File: src/rtl/throttle_failsafe_controller_core_defines.svh
// Assertion macros shared by the throttle failsafe controller RTL.
`ifndef THROTTLE_FAILSAFE_CONTROLLER_CORE_DEFINES_SVH
`define THROTTLE_FAILSAFE_CONTROLLER_CORE_DEFINES_SVH
`ifndef NO_ASSERTIONS
// Same-cycle implication, checked at every rising edge outside reset.
`define TFC_ASSERT_IMPLY(label, clk, rst_n, ante, cons) \
    label: assert property (@(posedge clk) disable iff (!rst_n) (ante) |-> (cons)) \
        else $error("tfc implication check failed");
// Next-cycle implication, checked at every rising edge outside reset.
`define TFC_ASSERT_NEXT(label, clk, rst_n, ante, cons) \
    label: assert property (@(posedge clk) disable iff (!rst_n) (ante) |=> (cons)) \
        else $error("tfc next-cycle check failed");
`else
`define TFC_ASSERT_IMPLY(label, clk, rst_n, ante, cons)
`define TFC_ASSERT_NEXT(label, clk, rst_n, ante, cons)
`endif
`endif

File: src/rtl/tfc_pkg.sv
// Shared types and constants of the throttle failsafe controller.
package tfc_pkg;

    // Default number of motors driven.
    localparam int MOTORS_DEFAULT = 4;

    // Field widths.
    localparam int COUNT_W  = 32;
    localparam int WIDTH_W  = 12;
    localparam int ADJ_W    = 17;
    localparam int CHECK_W  = 8;
    localparam int TICK_W   = 16;
    localparam int COEFF_W  = 16;
    localparam int FRAC_W   = 16;
    localparam int THR_W    = WIDTH_W + FRAC_W;
    localparam int SETTLE_W = WIDTH_W + COEFF_W + 1;
    localparam int FLAG_CNT = 6;

    // Configuration port.
    localparam int CFG_INDEX_W = 3;
    localparam int CFG_DATA_W  = 16;

    typedef enum logic [CFG_INDEX_W-1:0] {
        CFG_MIN_WIDTH       = 3'd0,
        CFG_LO_WIDTH        = 3'd1,
        CFG_WATCHDOG_CHECKS = 3'd2,
        CFG_LANDED_TICKS    = 3'd3,
        CFG_RECONNECT_TICKS = 3'd4,
        CFG_DECAY_COEFF     = 3'd5
    } cfg_reg_t;

    // Register reset values.
    localparam logic [WIDTH_W-1:0] MIN_WIDTH_RST       = 12'd800;
    localparam logic [WIDTH_W-1:0] LO_WIDTH_RST        = 12'd1000;
    localparam logic [CHECK_W-1:0] WATCHDOG_CHECKS_RST = 8'd5;
    localparam logic [TICK_W-1:0]  LANDED_TICKS_RST    = 16'd400;
    localparam logic [TICK_W-1:0]  RECONNECT_TICKS_RST = 16'd100;
    localparam logic [COEFF_W-1:0] DECAY_COEFF_RST     = 16'd65309;

    // Unity in Q1.16 and one half in Q0.16.
    localparam logic [COEFF_W:0]   COEFF_ONE = 17'h10000;
    localparam logic [FRAC_W-1:0]  HALF_LSB  = 16'h8000;

    // Saturation limits.
    localparam logic [CHECK_W-1:0] CHECK_MAX = '1;
    localparam logic [TICK_W-1:0]  TICK_MAX  = '1;
    localparam logic [WIDTH_W-1:0] WIDTH_MAX = '1;

    // Throttle after reset and the matching settle term target_width*(1-c).
    localparam logic [THR_W-1:0] THROTTLE_RST = {MIN_WIDTH_RST, {FRAC_W{1'b0}}};
    localparam logic [SETTLE_W-1:0] SETTLE_RST =
        SETTLE_W'(int'(MIN_WIDTH_RST) * (int'(COEFF_ONE) - int'(DECAY_COEFF_RST)));

    // Configuration as seen by the step logic.
    typedef struct packed {
        logic [WIDTH_W-1:0]  target_width;
        logic [WIDTH_W-1:0]  floor_width;
        logic [CHECK_W-1:0]  watchdog_checks;
        logic [TICK_W-1:0]   landed_ticks;
        logic [TICK_W-1:0]   reconnect_ticks;
        logic [COEFF_W-1:0]  decay_coeff;
        logic [SETTLE_W-1:0] settle_term;
    } cfg_t;

    // Flags of one result.
    typedef struct packed {
        logic drive_valid;
        logic capture_heading;
        logic halted;
        logic disarm;
        logic warning;
        logic in_failsafe_phase;
    } status_t;

endpackage

File: src/rtl/tfc_cfg_regs.sv
// Configuration registers and the precomputed decay settle term.
module tfc_cfg_regs
(
    input  logic                            clk,
    input  logic                            rst_n,
    input  logic                            cfg_wr_en,
    input  logic [tfc_pkg::CFG_INDEX_W-1:0] cfg_index,
    input  logic [tfc_pkg::CFG_DATA_W-1:0]  cfg_data,
    output tfc_pkg::cfg_t                   cfg
);
    import tfc_pkg::*;

    cfg_t cfg_reg;
    cfg_t cfg_next;

    // Decode a write; a change of the target width or decay_coeff refreshes the settle term.
    always_comb
    begin
        logic [WIDTH_W-1:0] new_min;
        logic [COEFF_W:0]   new_comp;
        new_min  = cfg_data[WIDTH_W-1:0];
        new_comp = COEFF_ONE - {1'b0, cfg_data};
        cfg_next = cfg_reg;
        if (cfg_wr_en)
        begin
            unique case (cfg_reg_t'(cfg_index))
                CFG_MIN_WIDTH:
                begin
                    cfg_next.target_width = new_min;
                    cfg_next.settle_term  = SETTLE_W'(new_min)
                        * SETTLE_W'(COEFF_ONE - {1'b0, cfg_reg.decay_coeff});
                end
                CFG_LO_WIDTH:        cfg_next.floor_width     = cfg_data[WIDTH_W-1:0];
                CFG_WATCHDOG_CHECKS: cfg_next.watchdog_checks = cfg_data[CHECK_W-1:0];
                CFG_LANDED_TICKS:    cfg_next.landed_ticks    = cfg_data[TICK_W-1:0];
                CFG_RECONNECT_TICKS: cfg_next.reconnect_ticks = cfg_data[TICK_W-1:0];
                CFG_DECAY_COEFF:
                begin
                    cfg_next.decay_coeff = cfg_data[COEFF_W-1:0];
                    cfg_next.settle_term =
                        SETTLE_W'(cfg_reg.target_width) * SETTLE_W'(new_comp);
                end
                default: cfg_next = cfg_reg;
            endcase
        end
    end

    always_ff @(posedge clk or negedge rst_n)
    begin
        if (!rst_n)
        begin
            cfg_reg.target_width    <= MIN_WIDTH_RST;
            cfg_reg.floor_width     <= LO_WIDTH_RST;
            cfg_reg.watchdog_checks <= WATCHDOG_CHECKS_RST;
            cfg_reg.landed_ticks    <= LANDED_TICKS_RST;
            cfg_reg.reconnect_ticks <= RECONNECT_TICKS_RST;
            cfg_reg.decay_coeff     <= DECAY_COEFF_RST;
            cfg_reg.settle_term     <= SETTLE_RST;
        end
        else
        begin
            cfg_reg <= cfg_next;
        end
    end

    assign cfg = cfg_reg;

endmodule

File: src/rtl/tfc_step.sv
// Controller state and the combinational tick step.
`include "throttle_failsafe_controller_core_defines.svh"
module tfc_step
#(
    parameter int MOTORS = tfc_pkg::MOTORS_DEFAULT
)
(
    input  logic                               clk,
    input  logic                               rst_n,
    input  logic                               step_en,
    input  tfc_pkg::cfg_t                      cfg,
    input  logic [tfc_pkg::COUNT_W-1:0]        pulse_count,
    input  logic                               armed,
    input  logic                               battery_low,
    input  logic                               maybe_on_ground,
    input  logic signed [tfc_pkg::ADJ_W-1:0]   adjust [MOTORS],
    input  logic [tfc_pkg::WIDTH_W-1:0]        recent_width [MOTORS],
    output tfc_pkg::status_t                   status,
    output logic [tfc_pkg::WIDTH_W-1:0]        motor_width [MOTORS]
);
    import tfc_pkg::*;

    localparam int SUM_W    = WIDTH_W + $clog2(MOTORS);
    localparam int DECAY_W  = THR_W + COEFF_W + 2;
    localparam int DRV_W    = THR_W + 2;
    // Reciprocal of the motor count, exact for every sum below 2**SUM_W.
    localparam int RECIP_SH = SUM_W + 3;
    localparam int MEAN_W   = SUM_W + RECIP_SH + 1;
    localparam int RECIP    = ((1 << RECIP_SH) + MOTORS - 1) / MOTORS;

    // State registers.
    logic               fs_reg,         fs_next;
    logic               stopped_reg,    stopped_next;
    logic [COUNT_W-1:0] seen_reg,       seen_next;
    logic [CHECK_W-1:0] stale_reg,      stale_next;
    logic [TICK_W-1:0]  age_reg,        age_next;
    logic [TICK_W-1:0]  ground_reg,     ground_next;
    logic [THR_W-1:0]   throttle_reg,   throttle_next;
    logic               stale_flag_reg, stale_flag_next;

    // Datapath helpers.
    logic [THR_W-1:0]   lo_q;
    logic [THR_W:0]     stop_limit;
    logic [DECAY_W-1:0] decay_sum;
    logic [THR_W-1:0]   decay_val;
    logic [THR_W-1:0]   throttle_dec;
    logic [SUM_W-1:0]   width_sum;
    logic [MEAN_W-1:0]  mean_prod;
    logic [WIDTH_W-1:0] width_mean;
    logic [WIDTH_W-1:0] drive_width [MOTORS];
    logic               drive_on;

    // One decay step toward the target width, clamped at the floor width.
    always_comb
    begin
        lo_q       = {cfg.floor_width, {FRAC_W{1'b0}}};
        stop_limit = {1'b0, lo_q} + (THR_W+1)'(HALF_LSB);
        decay_sum  = DECAY_W'(throttle_reg) * DECAY_W'(cfg.decay_coeff)
                   + DECAY_W'({cfg.settle_term, {FRAC_W{1'b0}}})
                   + DECAY_W'(HALF_LSB);
        decay_val  = decay_sum[FRAC_W +: THR_W];
        throttle_dec = (decay_val < lo_q) ? lo_q : decay_val;
    end

    // Mean of the recent motor widths seeds the throttle on entry; the floor of the
    // quotient comes from a reciprocal multiply.
    always_comb
    begin
        width_sum = '0;
        for (int m = 0; m < MOTORS; m++)
        begin
            width_sum = width_sum + SUM_W'(recent_width[m]);
        end
        mean_prod  = MEAN_W'(width_sum) * MEAN_W'(RECIP);
        width_mean = mean_prod[RECIP_SH +: WIDTH_W];
    end

    // Per-motor width: decayed throttle plus correction, saturated.
    always_comb
    begin
        logic signed [DRV_W-1:0] t_sum;
        logic [DRV_W-FRAC_W-2:0] t_int;
        for (int m = 0; m < MOTORS; m++)
        begin
            t_sum = $signed({2'b00, throttle_dec}) + ($signed(DRV_W'(adjust[m])) <<< 10);
            t_int = t_sum[DRV_W-2:FRAC_W];
            if (t_sum[DRV_W-1])
            begin
                drive_width[m] = '0;
            end
            else if (t_int > (DRV_W-FRAC_W-1)'(WIDTH_MAX))
            begin
                drive_width[m] = WIDTH_MAX;
            end
            else
            begin
                drive_width[m] = t_int[WIDTH_W-1:0];
            end
        end
    end

    // Tick step: monitor check, failsafe entry, battery halt, disarm, decay and restart.
    always_comb
    begin
        logic [CHECK_W:0] stale_inc;
        logic [TICK_W-1:0] ground_upd;
        logic reconnect;
        fs_next         = fs_reg;
        stopped_next    = stopped_reg;
        seen_next       = seen_reg;
        stale_next      = stale_reg;
        age_next        = age_reg;
        ground_next     = ground_reg;
        throttle_next   = throttle_reg;
        stale_flag_next = stale_flag_reg;
        status          = '0;
        drive_on        = 1'b0;
        stale_inc       = {1'b0, stale_reg} + (CHECK_W+1)'(1);
        reconnect       = (seen_reg != pulse_count);
        if (maybe_on_ground && (throttle_reg == lo_q))
        begin
            ground_upd = (ground_reg == TICK_MAX) ? ground_reg : ground_reg + TICK_W'(1);
        end
        else
        begin
            ground_upd = '0;
        end

        if (stopped_reg)
        begin
            // Halted until reset.
        end
        else if (!fs_reg)
        begin
            if (pulse_count != '0)
            begin
                if (!reconnect)
                begin
                    stale_flag_next = 1'b1;
                    stale_next = stale_inc[CHECK_W] ? CHECK_MAX : stale_inc[CHECK_W-1:0];
                    if (stale_inc > {1'b0, cfg.watchdog_checks})
                    begin
                        fs_next                = 1'b1;
                        age_next               = '0;
                        ground_next            = '0;
                        throttle_next          = {width_mean, {FRAC_W{1'b0}}};
                        status.capture_heading = 1'b1;
                    end
                end
                else
                begin
                    stale_flag_next = 1'b0;
                    stale_next      = '0;
                end
                seen_next = pulse_count;
            end
        end
        else if (battery_low)
        begin
            status.disarm = 1'b1;
            stopped_next  = 1'b1;
        end
        else if (!armed)
        begin
            status.disarm = 1'b1;
        end
        else
        begin
            ground_next = ground_upd;
            if ((ground_upd > cfg.landed_ticks || age_reg < cfg.reconnect_ticks) && reconnect)
            begin
                fs_next    = 1'b0;
                seen_next  = pulse_count;
                stale_next = '0;
            end
            else
            begin
                age_next      = (age_reg == TICK_MAX) ? age_reg : age_reg + TICK_W'(1);
                throttle_next = throttle_dec;
                if ({1'b0, throttle_dec} < stop_limit)
                begin
                    status.disarm = 1'b1;
                end
                else
                begin
                    drive_on = 1'b1;
                end
            end
        end

        status.in_failsafe_phase = fs_next;
        status.warning           = stale_flag_next && !stopped_next;
        status.halted            = stopped_next;
        status.drive_valid       = drive_on;
    end

    // Widths are zero unless the motors are driven.
    always_comb
    begin
        for (int m = 0; m < MOTORS; m++)
        begin
            motor_width[m] = drive_on ? drive_width[m] : '0;
        end
    end

    always_ff @(posedge clk or negedge rst_n)
    begin
        if (!rst_n)
        begin
            fs_reg         <= 1'b0;
            stopped_reg    <= 1'b0;
            seen_reg       <= '0;
            stale_reg      <= '0;
            age_reg        <= '0;
            ground_reg     <= '0;
            throttle_reg   <= THROTTLE_RST;
            stale_flag_reg <= 1'b0;
        end
        else if (step_en)
        begin
            fs_reg         <= fs_next;
            stopped_reg    <= stopped_next;
            seen_reg       <= seen_next;
            stale_reg      <= stale_next;
            age_reg        <= age_next;
            ground_reg     <= ground_next;
            throttle_reg   <= throttle_next;
            stale_flag_reg <= stale_flag_next;
        end
    end

    // Halt is permanent and only reachable from the failsafe phase.
    `TFC_ASSERT_NEXT(a_halt_sticky, clk, rst_n, stopped_reg, stopped_reg)
    `TFC_ASSERT_IMPLY(a_halt_in_failsafe, clk, rst_n, stopped_reg, fs_reg)
    // A tick never both drives and disarms the motors.
    `TFC_ASSERT_IMPLY(a_drive_excl, clk, rst_n, step_en, !(status.drive_valid && status.disarm))
    // Heading capture only on the monitor-to-failsafe transition, without drive.
    `TFC_ASSERT_IMPLY(a_capture_entry, clk, rst_n, step_en && status.capture_heading, !fs_reg && fs_next && !status.drive_valid)

endmodule

File: src/rtl/throttle_failsafe_controller_core.sv
// Throttle failsafe controller: stream ports, input and result registers.
// Each tick passes through the input register and then the result register.
// Throughput: one tick per cycle while the result stream is not stalled; a
// stalled result holds the input register, and s_axis_tready falls only while
// both registers are full.
// Reset clears the pipeline valids and the controller state, and loads the
// configuration registers with their default values; no clearing pass.
module throttle_failsafe_controller_core
#(
    parameter int MOTORS = tfc_pkg::MOTORS_DEFAULT,
    localparam int IN_BITS  = tfc_pkg::COUNT_W + 3 + MOTORS * (tfc_pkg::ADJ_W + tfc_pkg::WIDTH_W),
    localparam int IN_W     = ((IN_BITS + 7) / 8) * 8,
    localparam int OUT_BITS = tfc_pkg::FLAG_CNT + MOTORS * tfc_pkg::WIDTH_W,
    localparam int OUT_W    = ((OUT_BITS + 7) / 8) * 8
)
(
    input  logic                            clk,
    input  logic                            rst_n,
    // Configuration write port.
    input  logic                            cfg_wr_en,
    input  logic [tfc_pkg::CFG_INDEX_W-1:0] cfg_index,
    input  logic [tfc_pkg::CFG_DATA_W-1:0]  cfg_data,
    // Tick input stream.
    input  logic                            s_axis_tvalid,
    output logic                            s_axis_tready,
    // tdata, low to high: pulse_count, armed, battery_low, maybe_on_ground,
    // adjust_0..adjust_(MOTORS-1), recent_width_0..recent_width_(MOTORS-1), zero fill.
    input  logic [IN_W-1:0]                 s_axis_tdata,
    // Result stream.
    output logic                            m_axis_tvalid,
    input  logic                            m_axis_tready,
    // tdata, low to high: in_failsafe_phase, warning, disarm, halted,
    // capture_heading, drive_valid, motor_width_0..motor_width_(MOTORS-1), zero fill.
    output logic [OUT_W-1:0]                m_axis_tdata
);
    import tfc_pkg::*;

    localparam int ADJ_LSB = COUNT_W + 3;
    localparam int RW_LSB  = ADJ_LSB + MOTORS * ADJ_W;

    cfg_t cfg;

    logic               in_valid_reg;
    logic [IN_BITS-1:0] in_data_reg;
    logic               out_valid_reg;
    logic [OUT_W-1:0]   out_data_reg;
    logic [OUT_W-1:0]   out_data_next;
    logic               step_load;

    logic signed [ADJ_W-1:0] in_adjust [MOTORS];
    logic [WIDTH_W-1:0]      in_recent [MOTORS];
    logic [WIDTH_W-1:0]      res_width [MOTORS];
    status_t                 res_status;

    tfc_cfg_regs u_cfg_regs
    (
        .clk       (clk),
        .rst_n     (rst_n),
        .cfg_wr_en (cfg_wr_en),
        .cfg_index (cfg_index),
        .cfg_data  (cfg_data),
        .cfg       (cfg)
    );

    // The result register takes a tick whenever it is empty or being drained.
    assign step_load     = in_valid_reg && (!out_valid_reg || m_axis_tready);
    assign s_axis_tready = !in_valid_reg || step_load;

    // Input register.
    always_ff @(posedge clk or negedge rst_n)
    begin
        if (!rst_n)
        begin
            in_valid_reg <= 1'b0;
        end
        else if (s_axis_tready)
        begin
            in_valid_reg <= s_axis_tvalid;
        end
    end

    always_ff @(posedge clk)
    begin
        if (s_axis_tvalid && s_axis_tready)
        begin
            in_data_reg <= s_axis_tdata[IN_BITS-1:0];
        end
    end

    // Unpack the per-motor input fields.
    for (genvar m = 0; m < MOTORS; m++)
    begin : g_unpack
        assign in_adjust[m] = in_data_reg[ADJ_LSB + m*ADJ_W +: ADJ_W];
        assign in_recent[m] = in_data_reg[RW_LSB + m*WIDTH_W +: WIDTH_W];
    end

    tfc_step #(
        .MOTORS (MOTORS)
    ) u_step
    (
        .clk             (clk),
        .rst_n           (rst_n),
        .step_en         (step_load),
        .cfg             (cfg),
        .pulse_count     (in_data_reg[COUNT_W-1:0]),
        .armed           (in_data_reg[COUNT_W]),
        .battery_low     (in_data_reg[COUNT_W+1]),
        .maybe_on_ground (in_data_reg[COUNT_W+2]),
        .adjust          (in_adjust),
        .recent_width    (in_recent),
        .status          (res_status),
        .motor_width     (res_width)
    );

    // Pack the result fields.
    always_comb
    begin
        out_data_next    = '0;
        out_data_next[0] = res_status.in_failsafe_phase;
        out_data_next[1] = res_status.warning;
        out_data_next[2] = res_status.disarm;
        out_data_next[3] = res_status.halted;
        out_data_next[4] = res_status.capture_heading;
        out_data_next[5] = res_status.drive_valid;
        for (int m = 0; m < MOTORS; m++)
        begin
            out_data_next[FLAG_CNT + m*WIDTH_W +: WIDTH_W] = res_width[m];
        end
    end

    // Result register.
    always_ff @(posedge clk or negedge rst_n)
    begin
        if (!rst_n)
        begin
            out_valid_reg <= 1'b0;
        end
        else if (!out_valid_reg || m_axis_tready)
        begin
            out_valid_reg <= in_valid_reg;
        end
    end

    always_ff @(posedge clk)
    begin
        if (step_load)
        begin
            out_data_reg <= out_data_next;
        end
    end

    assign m_axis_tvalid = out_valid_reg;
    assign m_axis_tdata  = out_data_reg;

endmodule
File: config.mk
export PLATFORM = sky130hd
export DESIGN_NAME = throttle_failsafe_controller_core
export DESIGN_NICKNAME = d
export VERILOG_FILES = /design/src/rtl/tfc_pkg.sv /design/src/rtl/tfc_cfg_regs.sv /design/src/rtl/tfc_step.sv /design/src/rtl/throttle_failsafe_controller_core.sv
export VERILOG_INCLUDE_DIRS = /design/src /design/src/rtl
export SDC_FILE = /design/constraint.sdc
export NUM_CORES = 2
export LEC_CHECK = 0
export ABC_AREA = 1
export BUFFER_PORTS_ARGS = -buffer_cell sky130_fd_sc_hd__buf_2
export CAP_MARGIN = 30
export CORE_UTILIZATION = 40
export CTS_BUF_LIST = sky130_fd_sc_hd__clkbuf_16
export CTS_CLUSTER_SIZE = 12
export DETAILED_ROUTE_END_ITERATION = 10
export PLACE_DENSITY = 0.66
export SYNTH_ARGS = -nofsm -noshare
export SYNTH_HDL_FRONTEND = slang
export SYNTH_SLANG_ARGS = --single-unit
File: constraint.sdc
create_clock -name clk -period 10 [get_ports clk]
set_input_delay 1.5 -clock clk [delete_from_list [all_inputs] [get_ports clk]]
set_output_delay 1.5 -clock clk [all_outputs]
set_load 0.02 [all_outputs]
==> impl_results.md <==
- Final WL: between 100 and 150 mm
- Area contributors post-synth: fa_1, edfxtp_1, nand2_1
- Setup CP Type: reg2reg
- Avg Inst Size Synth: ~8.1 sq um
- Share of layout cells above drive strength 1: between 10 and 15%
- Slowest stage delay, CP: between 600 and 700 ps
- Synth cell count leaders: nand2_1, inv_1, fa_1
- Min-Delay Startpoint: u_cfg_regs.cfg[58]
- Clk_lat worst skew: approximately 630 ps
- Register-to-Register Path Depth: 46
- Final setup fails: 0
- Buffers on Ports: 230
- Final nets: roughly 8000
- Worst Hold Class: reg2reg
- Pre-antenna DRT Iters: 7
- R2R Setup Slk: about 350 ps
- Clock sink count: between 400 and 500
- Mapped Cells: ~6300
- Endpoints failing hold: 0
- Routability Congestion: just under 1
- DIE AREA: approximately 0.13 sq mm
- Slew Limit Fails: 0
- Hold Path End: u_cfg_regs.cfg[58]
- Dpl hpwl: 114 mm
- WL per Instance: ~17 microns
- TritonCTS Buffers: 47
- Hold-fix buffers, CTS: 0
- Worst setup SP type: flip-flop
- Initial antenna violation count: 7
- Util after Layout: between 40 and 50%
- Post-synth EDFFs: between 200 and 250
- Htree depth: 2
- Netlist cell types: between 60 and 70
- CTS root buffer: clkbuf_16
- #FFs+latches synth: about 420
- Data arrival, critical path: 10020 ps
- Final std cells w/o fill: 8431
- Row count: approximately 130
- First-pass GRT wire length: between 200 and 250 mm
- Slowest cell on crit path: dfstp_2
- Fmax achieved: 0.104 GHz
- Mapped cell area: 0.0513 sq mm
- Largest register FFs: 151
- Largest net degree at the start of global routing: 92
- Worst Path Required: 10370 ps
- Dpl cells: 8307
- Initial DRC Count: ~3100
- Total number of vias: ~42000
- Crit end category: flip-flop
- Worst slew pin tran: between 1000 and 1500 ps
- Placed inst area: around 0.056 sq mm
- Routed Antenna Nets: 0
- RR Endpoint: m_axis_tdata[30]
- Die Span X: roughly 360 microns
- Gr usage total: around 22%
- Final period utilization: 96.5%
- Yosys top cell by area: fa_1
- P&R area growth vs syn: 14.4%
- Worst slew margin: just over 30%
- Minimum clock period: ~9700 ps
- Hold Path Depth: 2
- Number of I/O pins: between 200 and 250
- Clk buf depth: 3
- CTS tree: yes
- Chip height: 360 microns
- CTS clock-pin slew for the worst setup and hold paths: about 60 ps
- RSZ-0062 raised after global routing: true
- Skew final: 42.8 ps
- Finished Cell Area: around 0.059 sq mm
- Via density per instance: 5.03
- R2R Path Start: u_cfg_regs.cfg[31]
- Initial core utilization: between 40 and 50%
- CP max FO: 8
- Main synth FF type: edfxtp_1
- Number of global-route vias before repair: between 40000 and 50000
- Status: finished clean
- Top-count cell post-synth: nand2_1
- Setup_tns: 0 ps
- CORE AREA: ~0.13 sq mm
- Synthesis Warnings: 0
- Ys async rst share: around half
- Sequential fraction of the synthesis area: between 20 and 25%
- Share of the synthesized area in the top cell type: 27.3%
- DRC Markers: 0
- Max Cap Violations: 0
- Total gr overflow: 0
-- through the flow --
| step | hold WS (ps) | setup slack (ps) |
|---|---|---|
| floorplan | 453 | 52.3 |
| global placement | 469 | -22.9 |
| detailed placement | 474 | -166 |
| CTS | 489 | 11.2 |
| global route | 505 | -68.1 |
| finish | 487 | 347 |
-- worst max-delay path: cells and delay by family (launching register included) --
family          cells  cell delay [ps]
simple gates       13             1340
fa+ha+maj           9             3850
xor+xnor            1              250
compound gates     11             1820
buf+inv            12             1450
flops               1              680
-- kinds of logic (layout without fill, tap and decap cells) --
group	Yosys count	after routing	synth area share [%]
compound gates	759	759	8.07
xor+xnor	142	142	2.48
fa+ha+maj	1108	1108	37.2
buf+inv	1686	2139	12.4
flops	418	418	22.5
other cells	1	4	0.00731
simple gates	2198	2199	17.3
-- cell type report --
| class | instances | area, sq um |
|---|---|---|
| clock inverters | 36 | 264 |
| repair buffers | 585 | 4090 |
| clock buffers | 47 | 1180 |
| inverters | 1471 | 5540 |
| diodes | 2 | 5.00 |
| flip-flops and latches | 418 | 11600 |
| well taps | 1662 | 2080 |
| fillers | 12300 | 68600 |
| multi-input cells | 4210 | 34000 |
-- what timing repair did --
action / 4_1_cts / 5_1_grt
gates cloned: 0 / 1
gates resized for setup: 12 / 154
pin swaps: 0 / 39
buffers inserted: 6 / 31
setup endpoints to repair: 46 / 50
-- layout by cell type (no fill, tap or decap), types with 31 or more instances in the layout --
master        n
a21oi_1     259
a21oi_2      45
a31oi_1      33
buf_2       229
buf_4       325
clkbuf_16    47
clkinv_1     31
dfrtp_1     169
dfstp_2      36
edfxtp_1    205
fa_1        696
ha_1        394
inv_1      1449
nand2_1    1526
nand3_1     125
nand4_1      37
nor2_1      344
nor3_1       44
o21ai_0     291
xnor2_1      69
xor2_1       67
-- layer usage --
layer	part of all wire (%)	global-route usage, %	up-vias
met5	0.019	0	-
met4	4.4	8.56	4
met3	5.8	2.29	283
met2	48	37.3	1300
met1	42	28.7	20800
li1	-	-	20100
-- how the worst max path moves through the flow --
stage	from	endpoint	slack, ps	depth (start not counted)
after global routing	u_cfg_regs.cfg[31]	m_axis_tdata[49]	-70	49
after CTS	u_cfg_regs.cfg[34]	m_axis_tdata[39]	10	49
after detailed placement	u_cfg_regs.cfg[33]	m_axis_tdata[15]	-170	47
after global placement	u_cfg_regs.cfg[34]	m_axis_tdata[37]	-20	50
final	u_cfg_regs.cfg[31]	m_axis_tdata[30]	350	46
after floorplan	u_cfg_regs.cfg[38]	m_axis_tdata[13]	50	51
Power is not shown: default switching activity piles up to over one toggle a cycle in this logic, so the estimate is an artifact.
